### src/rtl/assert_macros.svh
// Assertion macros used by the top-level RTL file.
`ifndef ASSERT_MACROS_SVH
`define ASSERT_MACROS_SVH

// Clocked property, disabled while the active-low reset is asserted.
`define ASSERT_AT(lbl, clk, rst_n, prop, msg) \
    lbl: assert property (@(posedge clk) disable iff (!(rst_n)) (prop)) else $error(msg);

// Condition that must never be true outside reset.
`define ASSERT_NEVER(lbl, clk, rst_n, cond, msg) \
    `ASSERT_AT(lbl, clk, rst_n, !(cond), msg)

`endif

### src/rtl/pcodec_pkg.sv
// Shared types and constants of the percent codec.
`default_nettype none
package pcodec_pkg;

    localparam int QUEUE_DEPTH_DEF = 4;

    localparam logic [7:0] C_PCT    = 8'h25;
    localparam logic [7:0] C_DASH   = 8'h2D;
    localparam logic [7:0] C_USCORE = 8'h5F;
    localparam logic [7:0] C_DOT    = 8'h2E;
    localparam logic [7:0] C_TILDE  = 8'h7E;
    localparam logic [7:0] C_UA     = 8'h41;
    localparam logic [7:0] C_LA     = 8'h61;
    localparam logic [7:0] C_ZERO   = 8'h30;

    localparam logic [1:0] REG_MODE = 2'd0;

    localparam logic MODE_ENCODE = 1'b0;
    localparam logic MODE_DECODE = 1'b1;

    // One classified input item: up to three output bytes.
    typedef struct packed {
        logic [1:0] cnt;
        logic [7:0] b0;
        logic [7:0] b1;
        logic [7:0] b2;
        logic       msg_end;
    } t_cmd;

    // Mode and decoder clear from the register port.
    typedef struct packed {
        logic clr;
        logic mode;
    } t_cfg;

endpackage
`default_nettype wire

### src/rtl/percent_codec_unit.sv
// Top level of the streaming percent codec.
// Percent (URL) encoder and decoder, one message byte per input transfer. Register 0
// (mode, byte address 0) selects encode (0) or decode (1); writing it drops any pending
// escape, and it must be written only while the codec is idle. Output is one byte per
// cycle, while commands are queued and the receiver is ready, from a registered output
// stage. In encode mode an unreserved byte yields one output byte and any other
// byte three ('%' and two uppercase hex digits). In decode mode a completed escape or a
// plain byte yields one byte, and a '%' or the char after it yields none unless it ends
// the message: a message ending right after '%' sends the '%' alone, and one ending one
// char after '%' sends the '%' and that char. A queue of QUEUE_DEPTH commands between
// the input classifier and the output sequencer lets input run ahead of a stalled
// output; input is held off only while that queue is full. m_axis_tuser marks the last
// byte caused by one input byte; m_axis_tlast marks the final byte of the message.
`default_nettype none
`include "assert_macros.svh"
module percent_codec_unit #(
    parameter int QUEUE_DEPTH = pcodec_pkg::QUEUE_DEPTH_DEF
) (
    input  wire         i_clk,
    input  wire         i_rst_n,
    input  wire         i_psel,
    input  wire         i_penable,
    input  wire         i_pwrite,
    input  wire  [2:0]  i_paddr,
    input  wire  [31:0] i_pwdata,
    output logic [31:0] o_prdata,
    output logic        o_pready,
    input  wire         i_s_axis_tvalid,
    output logic        o_s_axis_tready,
    input  wire  [7:0]  i_s_axis_tdata,   // [7:0] in_byte
    input  wire         i_s_axis_tlast,   // in_end
    output logic        o_m_axis_tvalid,
    input  wire         i_m_axis_tready,
    output logic [7:0]  o_m_axis_tdata,   // [7:0] out_byte
    output logic        o_m_axis_tuser,   // run_last
    output logic        o_m_axis_tlast    // out_end
);
    import pcodec_pkg::*;

    logic  r_mode;
    logic  w_wr, w_mode_wr;
    t_cfg  w_cfg;
    t_cmd  w_cmd, w_head;
    logic  w_push, w_pop, w_full, w_empty;

    assign o_pready  = 1'b1;
    assign w_wr      = i_psel && i_penable && i_pwrite && o_pready;
    assign w_mode_wr = w_wr && ({1'b0, i_paddr[2]} == REG_MODE);
    assign o_prdata  = ({1'b0, i_paddr[2]} == REG_MODE) ? {31'd0, r_mode} : 32'd0;

    always_ff @(posedge i_clk) begin
        if (!i_rst_n) begin
            r_mode <= MODE_ENCODE;
        end else if (w_mode_wr) begin
            r_mode <= i_pwdata[0];
        end
    end

    assign w_cfg.clr  = w_mode_wr;
    assign w_cfg.mode = r_mode;

    pcodec_front u_front (
        .i_clk    (i_clk),
        .i_rst_n  (i_rst_n),
        .i_cfg    (w_cfg),
        .i_valid  (i_s_axis_tvalid),
        .o_ready  (o_s_axis_tready),
        .i_byte   (i_s_axis_tdata),
        .i_end    (i_s_axis_tlast),
        .i_q_full (w_full),
        .o_push   (w_push),
        .o_cmd    (w_cmd)
    );

    pcodec_queue #(
        .DEPTH (QUEUE_DEPTH)
    ) u_queue (
        .i_clk   (i_clk),
        .i_rst_n (i_rst_n),
        .i_push  (w_push),
        .i_cmd   (w_cmd),
        .i_pop   (w_pop),
        .o_head  (w_head),
        .o_full  (w_full),
        .o_empty (w_empty)
    );

    pcodec_back u_back (
        .i_clk      (i_clk),
        .i_rst_n    (i_rst_n),
        .i_head     (w_head),
        .i_empty    (w_empty),
        .o_pop      (w_pop),
        .o_valid    (o_m_axis_tvalid),
        .i_ready    (i_m_axis_tready),
        .o_byte     (o_m_axis_tdata),
        .o_run_last (o_m_axis_tuser),
        .o_end      (o_m_axis_tlast)
    );

    `ASSERT_NEVER(a_queue_full_empty, i_clk, i_rst_n, w_full && w_empty, "queue full and empty")
    `ASSERT_AT(a_end_is_run_last, i_clk, i_rst_n, (o_m_axis_tvalid && o_m_axis_tlast) |-> o_m_axis_tuser, "message end not on last byte of item")
    `ASSERT_AT(a_encode_escape, i_clk, i_rst_n, (r_mode == MODE_ENCODE && o_m_axis_tvalid && !o_m_axis_tuser) |-> (o_m_axis_tdata == C_PCT || (o_m_axis_tdata >= C_ZERO && o_m_axis_tdata <= C_ZERO + 8'd9) || (o_m_axis_tdata >= C_UA && o_m_axis_tdata <= C_UA + 8'd5)), "bad escape byte in encode mode")

endmodule
`default_nettype wire

### src/rtl/pcodec_front.sv
// Front end: accepts input bytes, tracks decode state, builds output commands.
`default_nettype none
module pcodec_front (
    input  wire               i_clk,
    input  wire               i_rst_n,
    input  pcodec_pkg::t_cfg  i_cfg,
    input  wire               i_valid,
    output logic              o_ready,
    input  wire  [7:0]        i_byte,
    input  wire               i_end,
    input  wire               i_q_full,
    output logic              o_push,
    output pcodec_pkg::t_cmd  o_cmd
);
    import pcodec_pkg::*;

    typedef enum logic [1:0] {
        PH_IDLE = 2'd0,
        PH_PCT  = 2'd1,
        PH_HELD = 2'd2
    } t_phase;

    t_phase     r_phase, n_phase;
    logic [7:0] r_held,  n_held;
    t_cmd       w_cmd;
    logic       w_acc;

    function automatic logic is_unreserved(input logic [7:0] c);
        logic r;
        r = (c >= C_ZERO && c <= C_ZERO + 8'd9) ||
            (c >= C_UA && c <= C_UA + 8'd25) ||
            (c >= C_LA && c <= C_LA + 8'd25) ||
            c == C_DASH || c == C_USCORE || c == C_DOT || c == C_TILDE;
        return r;
    endfunction

    function automatic logic [3:0] nibble_of(input logic [7:0] c);
        logic [7:0] d;
        d = 8'd0;
        if (c >= C_ZERO && c <= C_ZERO + 8'd9) begin
            d = c - C_ZERO;
        end else if (c >= C_UA && c <= C_UA + 8'd5) begin
            d = c - C_UA + 8'd10;
        end else if (c >= C_LA && c <= C_LA + 8'd5) begin
            d = c - C_LA + 8'd10;
        end
        return d[3:0];
    endfunction

    function automatic logic [7:0] hex_digit(input logic [3:0] n);
        logic [7:0] r;
        r = (n < 4'd10) ? C_ZERO + {4'd0, n} : C_UA + {4'd0, n} - 8'd10;
        return r;
    endfunction

    assign o_ready = !i_q_full;
    assign w_acc   = i_valid && o_ready;

    always_comb begin
        n_phase        = r_phase;
        n_held         = r_held;
        w_cmd.cnt      = 2'd0;
        w_cmd.b0       = i_byte;
        w_cmd.b1       = 8'd0;
        w_cmd.b2       = 8'd0;
        w_cmd.msg_end  = i_end;
        if (i_cfg.mode == MODE_ENCODE) begin
            if (is_unreserved(i_byte)) begin
                w_cmd.cnt = 2'd1;
            end else begin
                w_cmd.cnt = 2'd3;
                w_cmd.b0  = C_PCT;
                w_cmd.b1  = hex_digit(i_byte[7:4]);
                w_cmd.b2  = hex_digit(i_byte[3:0]);
            end
        end else begin
            case (r_phase)
                PH_PCT: begin
                    if (i_end) begin
                        // message ended one char after '%': send both literally
                        w_cmd.cnt = 2'd2;
                        w_cmd.b0  = C_PCT;
                        w_cmd.b1  = i_byte;
                        n_phase   = PH_IDLE;
                        n_held    = 8'd0;
                    end else begin
                        n_held  = i_byte;
                        n_phase = PH_HELD;
                    end
                end
                PH_HELD: begin
                    w_cmd.cnt = 2'd1;
                    w_cmd.b0  = {nibble_of(r_held), nibble_of(i_byte)};
                    n_phase   = PH_IDLE;
                    n_held    = 8'd0;
                end
                default: begin
                    n_phase = PH_IDLE;
                    if (i_byte == C_PCT && !i_end) begin
                        n_phase = PH_PCT;
                    end else begin
                        w_cmd.cnt = 2'd1;
                    end
                end
            endcase
            if (i_end) begin
                n_phase = PH_IDLE;
                n_held  = 8'd0;
            end
        end
    end

    assign o_push = w_acc && (w_cmd.cnt != 2'd0);
    assign o_cmd  = w_cmd;

    always_ff @(posedge i_clk) begin
        if (!i_rst_n || i_cfg.clr) begin
            r_phase <= PH_IDLE;
            r_held  <= 8'd0;
        end else if (w_acc) begin
            r_phase <= n_phase;
            r_held  <= n_held;
        end
    end

endmodule
`default_nettype wire

### src/rtl/pcodec_queue.sv
// Command queue between the front end and the output sequencer.
`default_nettype none
module pcodec_queue #(
    parameter int DEPTH = pcodec_pkg::QUEUE_DEPTH_DEF
) (
    input  wire               i_clk,
    input  wire               i_rst_n,
    input  wire               i_push,
    input  pcodec_pkg::t_cmd  i_cmd,
    input  wire               i_pop,
    output pcodec_pkg::t_cmd  o_head,
    output logic              o_full,
    output logic              o_empty
);
    import pcodec_pkg::*;

    localparam int PTR_W = (DEPTH > 1) ? $clog2(DEPTH) : 1;
    localparam int CNT_W = $clog2(DEPTH + 1);

    t_cmd             r_mem [DEPTH];
    logic [PTR_W-1:0] r_wr, r_rd;
    logic [CNT_W-1:0] r_cnt;
    logic             w_push, w_pop;

    function automatic logic [PTR_W-1:0] ptr_inc(input logic [PTR_W-1:0] p);
        logic [PTR_W-1:0] r;
        r = (p == PTR_W'(DEPTH - 1)) ? '0 : p + 1'b1;
        return r;
    endfunction

    assign o_full  = (r_cnt == CNT_W'(DEPTH));
    assign o_empty = (r_cnt == '0);
    assign o_head  = r_mem[r_rd];
    assign w_push  = i_push && !o_full;
    assign w_pop   = i_pop && !o_empty;

    always_ff @(posedge i_clk) begin
        if (w_push) begin
            r_mem[r_wr] <= i_cmd;
        end
    end

    always_ff @(posedge i_clk) begin
        if (!i_rst_n) begin
            r_wr  <= '0;
            r_rd  <= '0;
            r_cnt <= '0;
        end else begin
            if (w_push) begin
                r_wr <= ptr_inc(r_wr);
            end
            if (w_pop) begin
                r_rd <= ptr_inc(r_rd);
            end
            if (w_push && !w_pop) begin
                r_cnt <= r_cnt + 1'b1;
            end else if (w_pop && !w_push) begin
                r_cnt <= r_cnt - 1'b1;
            end
        end
    end

endmodule
`default_nettype wire

### src/rtl/pcodec_back.sv
// Output sequencer: sends each command's bytes, one transfer per cycle while commands wait and the output is ready.
`default_nettype none
module pcodec_back (
    input  wire               i_clk,
    input  wire               i_rst_n,
    input  pcodec_pkg::t_cmd  i_head,
    input  wire               i_empty,
    output logic              o_pop,
    output logic              o_valid,
    input  wire               i_ready,
    output logic [7:0]        o_byte,
    output logic              o_run_last,
    output logic              o_end
);
    import pcodec_pkg::*;

    logic       r_valid;
    logic [7:0] r_byte;
    logic       r_run_last, r_end;
    logic [1:0] r_idx;
    logic       w_load, w_fin;
    logic [7:0] w_byte;

    assign w_load = !i_empty && (!r_valid || i_ready);
    assign w_fin  = (r_idx + 2'd1) == i_head.cnt;
    assign o_pop  = w_load && w_fin;

    always_comb begin
        case (r_idx)
            2'd0:    w_byte = i_head.b0;
            2'd1:    w_byte = i_head.b1;
            default: w_byte = i_head.b2;
        endcase
    end

    always_ff @(posedge i_clk) begin
        if (!i_rst_n) begin
            r_valid <= 1'b0;
            r_idx   <= 2'd0;
        end else if (w_load) begin
            r_valid <= 1'b1;
            r_idx   <= w_fin ? 2'd0 : r_idx + 2'd1;
        end else if (i_ready) begin
            r_valid <= 1'b0;
        end
    end

    always_ff @(posedge i_clk) begin
        if (w_load) begin
            r_byte     <= w_byte;
            r_run_last <= w_fin;
            r_end      <= w_fin && i_head.msg_end;
        end
    end

    assign o_valid    = r_valid;
    assign o_byte     = r_byte;
    assign o_run_last = r_run_last;
    assign o_end      = r_end;

endmodule
`default_nettype wire
### config.mk
export PLATFORM = sky130hd
export DESIGN_NAME = percent_codec_unit
export DESIGN_NICKNAME = d
export VERILOG_FILES = /design/src/rtl/pcodec_pkg.sv /design/src/rtl/percent_codec_unit.sv /design/src/rtl/pcodec_front.sv /design/src/rtl/pcodec_queue.sv /design/src/rtl/pcodec_back.sv
export VERILOG_INCLUDE_DIRS = /design/src /design/src/rtl
export SDC_FILE = /design/constraint.sdc
export NUM_CORES = 1
export LEC_CHECK = 0
export BUFFER_PORTS_ARGS = -buffer_cell sky130_fd_sc_hd__buf_2
export CAP_MARGIN = 20
export CORE_MARGIN = 2
export CORE_UTILIZATION = 28
export CTS_CLUSTER_DIAMETER = 200
export DETAILED_ROUTE_END_ITERATION = 10
export GPL_ROUTABILITY_DRIVEN = 0
export SKIP_LAST_GASP = 1
export SLEW_MARGIN = 20
export SYNTH_ARGS = -nofsm -noshare
export SYNTH_HDL_FRONTEND = slang
export SYNTH_HIERARCHICAL = 1
export SYNTH_SLANG_ARGS = --single-unit
export TNS_END_PERCENT = 20
### constraint.sdc
create_clock -name i_clk -period 8.15 [get_ports i_clk]
set_input_delay 1.2225 -clock i_clk [delete_from_list [all_inputs] [get_ports i_clk]]
set_output_delay 1.2225 -clock i_clk [all_outputs]
set_load 0.02 [all_outputs]
# ---- Yosys cells after proc, flatten, opt, wreduce, memory -nomap -nowiden
# Memories as Yosys holds them, arrays and structs flattened. A register that Yosys moved wholly into a read port is not among the register bits.
# Index checks and enable logic that the tools add are counted.
dict set report totals {
  regBits 31
  mem_bits_rw 108
  inputBits 51
  output_inout_bits 45
  wordCells 141
  memories 1
}
# name depth word_bits rd rd_ports_with_merged_regs write_ports line_no
set memory_table {}
lappend memory_table {u_queue.r_mem 4 27 1 1 1 pcodec_queue.sv:20} ;# t_cmd r_mem [DEPTH];
dict set report classes {
  add_sub_neg 21
  order_cmp 16
  n_eq_ne 12
  n_mux 35
  n_bitwise 1
  reduce_logical 44
}
# cell count
set ops {}
lappend ops {{$le A8 B7 Y1 const B} 6}
lappend ops {{$pmux W8 S2} 3}
lappend ops {{$mux W8} 5}
lappend ops {{$mux W18} 2}
lappend ops {{$ge A8 B7 Y1 const B} 4}
lappend ops {{$eq A8 B6 Y1 const B} 3}
lappend ops {{$mux W24} 1}
lappend ops {{$mux W4} 6}
lappend ops {{$sub A4 B1 Y4 const B} 6}
lappend ops {{$logic_and A1 B1 Y1} 21}
lappend ops {{$add A4 B4 Y4 const B} 4}
lappend ops {{$add A7 B4 Y8 const A} 2}
lappend ops {{$eq A8 B7 Y1 const B} 2}
lappend ops {{$ge A8 B6 Y1 const B} 2}
lappend ops {{$le A8 B6 Y1 const B} 2}
lappend ops {{$sub A8 B4 Y8 const B} 2}
lappend ops {{$add A6 B4 Y7 const A} 2}
lappend ops {{$mux W2} 7}
lappend ops {{$logic_or A1 B1 Y1} 8}
lappend ops {{$lt A4 B4 Y1 const B} 2}
lappend ops {{$pmux W2 S2} 2}
lappend ops {{$logic_not A1 Y1} 7}
lappend ops {{$mux W1} 7}
lappend ops {{$add A2 B1 Y2 const B} 3}
lappend ops {{other kinds (14)} 20}

# ---- Logic depth before layout (Yosys ltp)
dict set report logic_depth {
  depth_word 17
  depth_mapped 16
  ltp_nobuf 15
}

# ---- Hierarchy
# The synthesis kept the hierarchy.
# mod instances cells_each area_each_um2 seq_area_each_um2
set by_module_without_submodules {}
lappend by_module_without_submodules {pcodec_queue 1 192 4424.2 3423.3}
lappend by_module_without_submodules {pcodec_front 1 231 1539.0 200.2}
lappend by_module_without_submodules {pcodec_back 1 61 648.1 360.3}
lappend by_module_without_submodules {percent_codec_unit 1 40 305.3 20.0}

# ---- Least setup slack after synthesis
# OpenSTA, ideal clock, no wires.
dict set report synth_path {
  path_type {input port to flip-flop}
  startpoint {input port i_s_axis_tdata[1]}
  endpoint {register u_queue.r_cnt[2]}
  setup_time_ns 0.076
  arrival_ns 3.894
  required_ns 8.074
  slack_ns 4.181
  stages 16
  path_buffers 2
  cell_sequence {clkbuf_1 -> inv_1 -> ha_1 -> nand2_1 -> nor2_1 -> o21ai_0 -> nor2b_1 -> nor3b_1 -> nor2b_1 -> buf_2 -> ha_1 -> inv_1 -> fa_1 -> xor2_1 -> or3_1 -> a21boi_0}
}
# item line_no
set synth_lines {}
lappend synth_lines {{start, declared} percent_codec_unit.sv:30} ;# input wire [7:0] i_s_axis_tdata,
lappend synth_lines {{end signal, assigned} pcodec_queue.sv:56} ;# r_cnt <= r_cnt + 1'b1;
lappend synth_lines {{end signal, assigned} pcodec_queue.sv:58} ;# r_cnt <= r_cnt - 1'b1;
lappend synth_lines {{end, declared} pcodec_queue.sv:22} ;# logic [CNT_W-1:0] r_cnt;

==> impl_summary.md <==
Run status
The flow ran to the end, and the final reports show no timing, DRC or antenna violations.

Worst setup path
STA puts the critical path data arrival time at 4.58 ns. Traced cell by cell, the critical path runs through buf_2 -> inv_1 -> ha_1 -> nor2b_1 -> nand2_1 -> nor2_1 -> o21ai_0 -> nor2b_1 -> nor3b_1 -> nor2b_1 -> ha_1 -> inv_1 -> fa_1 -> xor2_1 -> or3_1 -> a21boi_0. The delay contributed by the slowest stage of the critical path is 0.45 ns. Counting stages on the worst path, the most repeated cell is sky130_fd_sc_hd__nor2b_1. On the critical path, the stage with the largest delay is an instance of sky130_fd_sc_hd__nor2b_1. In this run the critical register-to-register path is launched from u_front/r_phase[0].

The critical path capture point type is a flop. STA puts the critical path data required time at 8.49 ns. For the worst flop-to-flop path, the logic depth is 13. The maximum fanout encountered on the critical timing path is 10. By startpoint and endpoint, the worst setup path is classified as in -> reg. The kind of start point of the critical path is an input pin. In this run the critical register-to-register path is captured at u_queue/r_cnt[2]. The worst reg-to-reg setup slack is 4.52 ns.

Timing
The final critical path takes up 52.1% of the cycle. The final setup violation count is 0. The count of endpoints failing hold in the final timing report is 0. The final worst clock skew is 0.0116 ns. The tightest hold path in the finished design has a slack of 0.463 ns. At the pin with the least slew margin, the transition time is 1.02 ns. Based on the critical path, the design can be clocked at up to 236 MHz. The clock period could shrink to 4.24 ns.

The total count of max-transition violations in the final report is 0. The worst max-slew margin expressed relative to the limit is 30.2%. Once routing completed, OpenROAD measured the worst setup slack at 3.91 ns. Setup repair after global routing left no endpoint under its margin.

Setup total negative slack on the finished layout was measured at 0 ns.

CTS
The longest clock path from root to sink contains 2 buffers. The clock input transition at the sequential cells of the worst setup and hold paths is 0.06 ns. The post-cts sizing count is 0. The clock root buffer is sky130_fd_sc_hd__clkbuf_16.

The number of hold buffers added after CTS was 0. Clock tree synthesis found a total of 141 sinks. TritonCTS built the clock tree.

TritonCTS created 17 clock buffers. Once the clock tree was built, the setup fixing pass inserted 0 buffers. The number of H-tree levels is 4. The clock insertion delay at the later pin of the skew report is 0.41 ns.

Drt
The wire length on met1 is 6.53 mm. The number of nets with antenna violations after routing is 0. The pre-antenna-repair detailed-routing pass consisted of 4 iterations. For this run, design rule violations remaining after detail routing come to 0. The final layout contains routed wiring with a total length of 13.6 mm. The detailed router placed 4109 vias in this run. After detailed routing, the average wire length per cell comes to 15.4 um. Detailed routing placed a total of 745 um of wire on met3. The detailed router used layers up to and including met4. In the detailed route, the total length drawn on met2 is 6.18 mm. After detailed routing, the number of vias per cell comes to 4.66.

The initial DRC count is 416.

Logic synthesis
Sorting the synthesized cells by area gives the leading types as sky130_fd_sc_hd__edfxtp_1 (51%), sky130_fd_sc_hd__dfxtp_1 (6.7%), sky130_fd_sc_hd__mux4_2 (6.5%). Yosys printed 6 warnings. In this run the cell area of the synthesized design comes to 6920 sq um. Counting flops with an async set or reset pin after synthesis yields a share of 0%.

Counting every instance in the synthesized netlist gives 524. In this run the biggest area consumer among cell types represents 51.2% of the synthesized area. For this run, the leading register cell type out of synthesis is sky130_fd_sc_hd__edfxtp_1.

The number of library cell types mapped by synthesis is 68. In this run, synthesis produced a sequential element count of 141. Averaged over all synthesized cells, the footprint is 13.2 sq um. The number of enable-type register cells in the synthesized netlist is 118. The share of synthesized area occupied by flip-flops and latches is 57.9%. The leading area contributor after synthesis is sky130_fd_sc_hd__edfxtp_1.

Power and ir drop
The total power density per cell area is 299 nW/um^2. Across the VDD grid, the largest voltage drop is 0.000150 V. Overall power consumption after layout is estimated at 2.32 mW. The leakage power total is 2.69 nW.

Min path
The startpoint identified for the worst hold timing path is u_back/r_idx[1]. The path with the worst hold slack has its endpoint at u_back/r_idx[1]. The number of instances on the worst hold path is 2. The class of the tightest hold or removal check is reg -> reg.

Floorplanning
The y dimension of the die is 161 um. The initial standard-cell utilization of the core is 28.4%. The die covers 26000 sq um. The total area inside the core boundary comes to 24300 sq um. The number of placement rows is 57.

The die is 161 um wide. Pin placement for this block handled 96 I/O pins.

Job
The number of maximum-capacitance violations is 0.

Place
The instance area after placement is 7180 sq um. OpenSTA, run right after detailed placement, puts the worst setup slack at 3.43 ns. The number of placed instances, taps included is 849.

Once detailed placement completed, the half-perimeter wirelength came to 8.71 mm. The number of I/O port buffers is 30.

Finish
From synthesis to final layout, the design area changed by 12.4%. The ratio of cells with drive above 1 in the final layout is 18.5%. The total number of nets in the final design is 619.

Once layout is complete, the utilization of the core stands at 32.0%. Summing all non-filler instances in the final layout gives an area of 7780 sq um. The commonest non-fill, non-tap cell in the layout is sky130_fd_sc_hd__edfxtp_1.

The library cells used most frequently in the layout, excluding fill and tap cells, are sky130_fd_sc_hd__edfxtp_1 (118), sky130_fd_sc_hd__nand2_1 (53), sky130_fd_sc_hd__conb_1 (33). The count of cells in the finished layout, fillers not included, comes to 881. The number of inserted diodes is 0.

Global route
The via count of the first global-routing pass is 4028. Global routing finished with a remaining overflow of 0. The maximum number of pins on one net before global-route repair is 28. Global routing used 10.9% of the available tracks across all layers. The initial antenna violation count is 0.

The wire length of the first global-routing pass is 21.9 mm.
[worst max-delay path by stage]
stage                       from          endpoint  slack, ns  depth (start not counted)
3_5_place_dp   i_s_axis_tdata[4]  u_queue/r_cnt[2]       3.43                         16
2_1_floorplan  i_s_axis_tdata[1]  u_queue/r_cnt[2]       4.18                         16
3_3_place_gp   i_s_axis_tdata[4]  u_queue/r_cnt[2]       3.48                         16
6_report       i_s_axis_tdata[4]  u_queue/r_cnt[2]       3.91                         16
5_1_grt        i_s_axis_tdata[4]  u_queue/r_cnt[2]       3.48                         16
4_1_cts        i_s_axis_tdata[4]  u_queue/r_cnt[2]       3.86                         16
[sequential cells by signal (all words and copies together), names as in the netlist, 2 cells and up, named ones only]
register	count
u_front/r_phase	2
u_queue/r_wr	2
u_front/r_held	8
u_back/o_byte	8
u_queue/r_mem	108
u_queue/r_rd	2
u_back/r_idx	2
u_queue/r_cnt	3
[cell families after synthesis]
kind of cell | synth area share (%)
AND/OR/NAND/NOR | 11.1
flip-flops | 57.9
multiplexers | 9.75
adder cells (fa/ha/maj) | 4.45
AO/OA/AOI/OAI | 8.48
buffers and inverters | 7.33
XOR/XNOR | 0.886
other | 0.163
[final cells by class]
| cell class | instances | area (sq um) |
|---|---|---|
| Multi-Input combinational cell | 329 | 2530 |
| Sequential cell | 141 | 4010 |
| Clock buffer | 23 | 522 |
| Timing Repair Buffer | 31 | 158 |
| Clock inverter | 9 | 70.1 |
| Inverter | 24 | 90.1 |
| Tap cell | 324 | 405 |
| Fill cell | 2402 | 16500 |
[Yosys cell counts (4+ instances only)]
| cell type | number |
|---|---|
| sky130_fd_sc_hd__edfxtp_1 | 118 |
| sky130_fd_sc_hd__nand2_1 | 53 |
| sky130_fd_sc_hd__buf_4 | 34 |
| sky130_fd_sc_hd__nor2_1 | 29 |
| sky130_fd_sc_hd__inv_1 | 24 |
| sky130_fd_sc_hd__dfxtp_1 | 23 |
| sky130_fd_sc_hd__ha_1 | 23 |
| sky130_fd_sc_hd__a21oi_1 | 20 |
| sky130_fd_sc_hd__mux4_2 | 20 |
| sky130_fd_sc_hd__o21ai_0 | 16 |
| sky130_fd_sc_hd__a22oi_1 | 13 |
| sky130_fd_sc_hd__clkbuf_1 | 13 |
| sky130_fd_sc_hd__nand3_1 | 13 |
| sky130_fd_sc_hd__nor2b_1 | 9 |
| sky130_fd_sc_hd__buf_2 | 7 |
| sky130_fd_sc_hd__mux4_1 | 7 |
| sky130_fd_sc_hd__and2_1 | 6 |
| sky130_fd_sc_hd__nor3_1 | 5 |
| sky130_fd_sc_hd__mux2i_1 | 4 |
| sky130_fd_sc_hd__o31ai_1 | 4 |
| sky130_fd_sc_hd__or3_1 | 4 |
| sky130_fd_sc_hd__xnor2_1 | 4 |
[power by group]
group / switching (mW) / internal (mW) / total [mW] / leakage, nW
Sequential: 0.0707 / 0.947 / 1.02 / 1.27
Combinational: 0.332 / 0.223 / 0.555 / 1.12
Clock: 0.294 / 0.457 / 0.750 / 0.296
Total: 0.696 / 1.63 / 2.32 / 2.69
[worst max-delay path, delay by kind of cell]
kind | cells | cell delay [ns]
buffers and inverters | 3 | 0.40
AO/OA/AOI/OAI | 2 | 0.56
AND/OR/NAND/NOR | 7 | 1.37
XOR/XNOR | 1 | 0.16
adder cells (fa/ha/maj) | 3 | 0.87
[layer usage]
layer	vias to the layer above	GRT usage [%]
li1	1934	-
met1	2031	15.5
met2	132	16.5
met3	12	2.29
met4	0	3.57
met5	-	0
(Power assumes the default switching activity.)
